`config.mk`:
```
export PLATFORM = sky130hd
export DESIGN_NAME = czn_isqrt
export DESIGN_NICKNAME = d
export VERILOG_FILES = /design/src/design/czn_pkg.sv /design/src/design/czn_isqrt.sv
export SDC_FILE = /design/constraint.sdc
export NUM_CORES = 2
export LEC_CHECK = 0
export BUFFER_PORTS_ARGS = -buffer_cell sky130_fd_sc_hd__buf_2
export CORE_ASPECT_RATIO = 1.75
export CORE_UTILIZATION = 55
export CTS_CLUSTER_DIAMETER = 120
export CTS_CLUSTER_SIZE = 40
export DETAILED_ROUTE_END_ITERATION = 6
export PLACE_DENSITY = 0.71
export SKIP_CTS_REPAIR_TIMING = 1
export SYNTH_ARGS = -nofsm -noshare
export SYNTH_HDL_FRONTEND = slang
export SYNTH_SLANG_ARGS = --single-unit
```
`constraint.sdc`:
```
create_clock -name clk_i -period 9.9 [get_ports clk_i]
set_clock_uncertainty 0.1 [all_clocks]
set_input_delay 1.485 -clock clk_i [delete_from_list [all_inputs] [get_ports clk_i]]
set_output_delay 1.485 -clock clk_i [all_outputs]
set_load 0.02 [all_outputs]
```
`src/design/czn_pkg.sv`:
```
`default_nettype none
package czn_pkg;

  localparam int unsigned COORD_FRAC_DEF = 16;
  localparam int unsigned CELL_W         = 32;
  localparam int unsigned PX_FRAC        = 24;
  localparam int unsigned PX_W           = CELL_W + PX_FRAC;
  localparam int unsigned OFF_W          = 24;
  localparam int unsigned DX_W           = 26;
  localparam int unsigned SQ_W           = 50;
  localparam int unsigned D2_W           = 51;
  localparam int unsigned RAD_W          = 52;
  localparam int unsigned ROOT_W         = RAD_W / 2;
  localparam int unsigned SQ_STG         = ROOT_W / 2;
  localparam int unsigned HASH_LAT       = 7;
  localparam int unsigned NCELL          = 9;
  localparam int unsigned EDGE_W         = 17;
  localparam int unsigned CFG_IDX_W      = 8;

  localparam logic [CELL_W-1:0] MIN_SCALE   = 32'd66;
  localparam logic [CELL_W-1:0] SCALE_RESET = 32'd65536;
  localparam logic [63:0]       SEED_RESET  = 64'd0;

  localparam logic [63:0] MIX_K    = 64'h9e37_79b9_7f4a_7c15;
  localparam logic [63:0] FMIX_C1  = 64'hff51_afd7_ed55_8ccd;
  localparam logic [63:0] FMIX_C2  = 64'hc4ce_b9fe_1a85_ec53;
  localparam logic [31:0] HX_MUL   = 32'd73856093;
  localparam logic [31:0] HY_MUL   = 32'd19349663;
  localparam logic [63:0] SALT_X   = 64'h11;
  localparam logic [63:0] SALT_Y   = 64'h37;
  localparam logic [63:0] SALT_V   = 64'h5b;

  localparam logic [OFF_W-1:0]  OFF_MUL  = 24'd13421773;
  localparam logic [OFF_W-1:0]  OFF_BIAS = 24'd1677722;
  localparam logic [21:0]       DIV5_MUL = 22'd3355443;
  localparam logic [EDGE_W-1:0] EDGE_MAX = 17'd65536;

  typedef enum logic [CFG_IDX_W-1:0] {
    CFG_SEED  = 8'd0,
    CFG_SCALE = 8'd1
  } cfg_reg_e;

  // One combine step of the cell hash.
  function automatic logic [63:0] mix_in(logic [63:0] s, logic [63:0] v);
    return s ^ (v + MIX_K + (s << 6) + (s >> 2));
  endfunction

endpackage
`default_nettype wire

```
`src/design/czn_isqrt.sv`:
```
`default_nettype none
module czn_isqrt import czn_pkg::*; (
  input  logic              clk_i,
  input  logic              rst_ni,
  input  logic              valid_i,
  input  logic [RAD_W-1:0]  rad_i,
  output logic              valid_o,
  output logic [ROOT_W-1:0] root_o
);

  localparam int unsigned REM_W = ROOT_W + 2;

  logic              v_q    [SQ_STG+1];
  logic [RAD_W-1:0]  rad_q  [SQ_STG+1];
  logic [REM_W-1:0]  rem_q  [SQ_STG+1];
  logic [ROOT_W-1:0] root_q [SQ_STG+1];

  // Two root bits per stage, radicand consumed two bits at a time.
  for (genvar s = 1; s <= SQ_STG; s++) begin : g_stg
    logic [RAD_W-1:0]  rad_d, rad_p;
    logic [REM_W-1:0]  rem_d, rem_p;
    logic [ROOT_W-1:0] root_d, root_p;
    logic              v_p;

    if (s == 1) begin : g_head
      assign v_p    = valid_i;
      assign rad_p  = rad_i;
      assign rem_p  = '0;
      assign root_p = '0;
    end else begin : g_body
      assign v_p    = v_q[s-1];
      assign rad_p  = rad_q[s-1];
      assign rem_p  = rem_q[s-1];
      assign root_p = root_q[s-1];
    end

    always_comb begin
      logic [REM_W+1:0] t;
      logic [REM_W+1:0] trial;
      rad_d  = rad_p;
      rem_d  = rem_p;
      root_d = root_p;
      t      = '0;
      trial  = '0;
      for (int k = 0; k < 2; k++) begin
        t     = {rem_d, rad_d[RAD_W-1 -: 2]};
        rad_d = rad_d << 2;
        trial = (REM_W+2)'({root_d, 2'b01});
        if (t >= trial) begin
          rem_d  = REM_W'(t - trial);
          root_d = {root_d[ROOT_W-2:0], 1'b1};
        end else begin
          rem_d  = REM_W'(t);
          root_d = {root_d[ROOT_W-2:0], 1'b0};
        end
      end
    end

    always_ff @(posedge clk_i or negedge rst_ni) begin
      if (!rst_ni) begin
        v_q[s] <= 1'b0;
      end else begin
        v_q[s] <= v_p;
      end
    end

    always_ff @(posedge clk_i) begin
      rad_q[s]  <= rad_d;
      rem_q[s]  <= rem_d;
      root_q[s] <= root_d;
    end
  end

  assign v_q[0]    = 1'b0;
  assign rad_q[0]  = '0;
  assign rem_q[0]  = '0;
  assign root_q[0] = '0;

  assign valid_o = v_q[SQ_STG];
  assign root_o  = root_q[SQ_STG];

endmodule
`default_nettype wire

```
==> results.txt <==
----------------------------------------------------
[Timing]
  Final critical-path share of the clock period ... 70.91%
  Top achievable clock speed ... 142.4 MHz
  Setup TNS ... 0 ps
  Worst slew slack as a fraction of its limit ... 13.15%
  Number of pins with negative max-slew slack in the final report ... 0
  Period minus WS final ... 7021 ps
  Unrepaired setup endpoints after global routing ... no
  Final setup violation count ... 0
  Transition at the pin with the smallest max-transition slack ... 1286 ps
  Hold Fails Final Rpt ... 0

[Yosys]
  Sequential share of the synthesized area ... 37.21%
  Synthesized cell area ... 44,620 sq um
  YS warnings ... 0
  Most common flop cell mapped by yosys ... dfxtp_1
  Fraction of synthesis flops using an asynchronous set or reset pin ... 1.574%
  Number of synthesized flops with an enable pin ... 0
  Most frequent cells after synthesis ... dfxtp_1, nor2_1, nand2_1, ha_1, a21oi_1
  Post-Synthesis Cells ... 5,074
  Number of distinct standard cells referenced by the synthesized netlist ... 112
  Cell with the most instances after synthesis ... dfxtp_1
  Leading area contributor after synthesis ... dfxtp_1
  Flip-flop and latch count after synthesis ... 826
  Synth top area cells ... dfxtp_1, ha_1, xnor2_1, xor2_1, a21oi_1
  Portion of synthesized cell area occupied by the leading cell type ... 36.48%
  Mean area per synthesized cell ... 8.793 sq um

[Clock network]
  TritonCTS buffer count ... 24
  Clock H-tree levels ... 1
  Cell at the root of the clock tree ... clkbuf_16
  CTS clk-pin slew, worst paths ... 140 ps
  Clk Latency, worst-skew pair ... 660 ps
  CTS tree ... done
  Number of sinks handled by clock tree synthesis ... 826
  Clock tree buffer depth ... 3

[GRT]
  Maximum number of pins on one net before global-route repair ... 43
  Via count of the first global-routing pass ... 35,950
  Wire length of the first global-routing pass ... 189,200 um
  Overall track demand over capacity in global routing ... 29.08%
  Number of antenna violations at the first check in global routing ... 4
  Total grt overflow ... 0

[Setup path]
  Buffering stage count on the worst path with inverters included ... 4
  Worst Path Arrival ... 7470 ps
  Depth of the worst register-to-register path ... 23
  CP Capture Type ... flop
  Category of cells accounting for the largest share of critical-path delay ... compound AO/OA/AOI/OAI gates
  Cell mode on critical path ... a21o_1
  Ordered list of cells on the worst path ... inv_1 > ha_1 > nand4_1 > a211oi_1 > o31ai_1 > a21oi_1 > nor2_2 > buf_4 > clkinv_1 > a21oi_1 > ha_1 > a21o_1 > a21o_1 > a21o_1 > a21o_1 > a21o_1 > a21o_1 > a2111oi_0 > nand4_1 > buf_4 > nand3b_1 > nor2_1 > xor2_1
  Critical path class ... reg -> reg
  CP Depth ... 23
  Type of origin of the critical path ... flop
  Required time of the critical path ... 10,350 ps
  Crit Path Max Fanout ... 34
  Maximum cell stage delay along the critical path ... 610 ps
  Cell at the slowest stage of the critical path ... a2111oi_0

[Power]
  Sw Share ... 38.73%
  Internal power of the cells ... 5876 uW
  Switching power total ... 3714 uW
  Static Leak ... 0.02166 uW
  Pwr per Cell Area ... 205.8 nW/um^2
  Worst IR drop on VDD ... 0.1953 mV
  Sequential cell fraction of total power ... 46.8%
  Part of the power in the clock network ... 14.7%
  Combinational group share of total power ... 38.5%

[Run status]
  Result of the run ... complete, no violations

[Finish]
  Fraction of final layout cells with drive strength greater than 1 ... 5.604%
  Post-layout instance area ... 46,610 sq um
  Synth-to-Final Area Change ... 4.468%
  Final nets ... 5,514

[Floorplanning]
  Die boundary height ... 378.8 um
  Core Footprint ... 80,050 sq um
  Overall die width ... 217.3 um
  IO Count ... 82
  Count of standard-cell rows ... 137
  Initial standard-cell utilization of the core ... 55.73%
  Die ar. ... 82,310 sq um

[Route]
  Residual DRC ... 0
  DRT antenna net count ... 0
  Drt total wl ... 122,000 um
  Post-detailed-route via-to-cell ratio ... 5.945
  Via count of the routed design ... 36,440
  Per-cell routed wire length ... 19.90 um
  Initial DRC count ... 2,090
  Initial DRT Pass Iterations ... 6

[Flow run]
  Maxcap violations ... 0

[Min path]
  Cell depth of the worst min-delay path ... 0
  Path class of the lowest-slack min-delay path ... reg -> reg

[Placement]
  IO Port Bufs ... 81
  Final weighted congestion in routability-driven placement ... 1.005
  Total placed instance area ... 45,960 sq um
  Half-perimeter wire length after placement ... 100,100 um

----------------------------------------------------
cell families (layout without fill, tap and decap cells):
| logic type | Yosys count | in the layout | synth area share [%] |
|---|---|---|---|
| simple gates | 1602 | 1602 | 18.32 |
| compound gates | 1267 | 1267 | 18.52 |
| flops | 826 | 826 | 37.21 |
| xor+xnor | 495 | 495 | 9.734 |
| buf+inv | 432 | 442 | 3.808 |
| fa+ha+maj | 376 | 376 | 10.54 |
| mux | 75 | 75 | 1.857 |
| other cells | 1 | 4 | 0.008405 |
stage by stage:
step | std cells | util, % | worst slack [ps] | total power (uW) | hold WS (ps)
floorplan | 5076 | - | 4307 | 7157 | 209.6
global placement | 6099 | 57.42 | 3069 | 8156 | 209.7
detailed placement | 6099 | 57.42 | 3053 | 8187 | 212.1
CTS | 6128 | 58.22 | 2999 | 9599 | 222.1
global route | 6128 | 58.22 | 2439 | 10180 | 223.3
finish | 6129 | 58.22 | 2879 | 9590 | 222.9
registers in the layout (all words and copies together), names as in the netlist:
signal and count:
root_o 26, g_stg.rad_p 312, g_stg.v_p 12, valid_o 1
g_stg.rem_p 319, g_stg.root_p 156
layer usage:
| layer | vias to the layer above | track usage, % | part of all wire, % |
|---|---|---|---|
| met5 | - | 0 | 0 |
| met4 | 0 | 19.72 | 7.5 |
| met3 | 397 | 2.500 | 3.3 |
| met2 | 948 | 56.88 | 53 |
| met1 | 17090 | 28.53 | 36 |
| li1 | 18010 | - | - |
area by class of cell:
cell class                      count  area [sq um]
Clock buffer                       27         611.8
Sequential cell                   826         16600
Tap cell                         1042          1304
Fill cell                        7268         33440
Timing Repair Buffer              101         555.5
Multi-Input combinational cell   3818         26330
Clock inverter                      2         32.53
Antenna cell                        1         2.502
Inverter                          312          1174
cell usage in the layout (no fill, tap or decap), types with 14 or more instances in the layout:
cell type	netlist	routed
a211o_1	23	23
a211oi_1	34	34
a21boi_0	16	16
a21o_1	169	169
a21oi_1	363	363
a31o_2	14	14
a31oi_1	28	28
and2_1	27	27
and3_1	55	55
and4_1	20	20
buf_2	18	81
buf_4	4	20
clkbuf_16	0	24
dfxtp_1	813	813
ha_1	376	376
inv_1	300	300
mux2_2	58	58
nand2_1	382	382
nand2b_1	67	67
nand3_1	126	126
nand3b_1	22	22
nand4_1	76	76
nor2_1	395	393
nor2b_1	59	59
nor3_1	119	119
nor3b_1	16	16
nor4_1	70	70
nor4b_1	14	14
o211ai_1	21	21
o21a_1	66	66
o21ai_0	267	266
o21bai_1	43	43
o31a_1	19	19
o31ai_1	45	45
or2_2	28	28
or3_1	50	50
or4_1	19	19
xnor2_1	279	279
xor2_1	215	215
power groups by stage:
stage               registers [uW]  logic (uW)  clock network [uW]
floorplan                     4250        2910                   0
global placement              4540        3610                   0
detailed placement            4550        3640                   0
CTS                           4470        3660                1470
global route                  4540        4070                1580
finish                        4480        3690                1410
final timing paths:
path / from / end / slack (ps)
min reg2reg: g_stg[9].rad_p[33] / g_stg[10].rad_p[37] / 220
max in group asynchronous: rst_ni / g_stg[9].v_p / 8860
max: g_stg[11].root_p[3] / g_stg[12].rem_p[25] / 2880
max reg2reg: g_stg[11].root_p[3] / g_stg[12].rem_p[25] / 2880
min in group asynchronous: rst_ni / valid_o / 590
min: g_stg[9].rad_p[33] / g_stg[10].rad_p[37] / 220
Power figures use the tool's default switching activity.
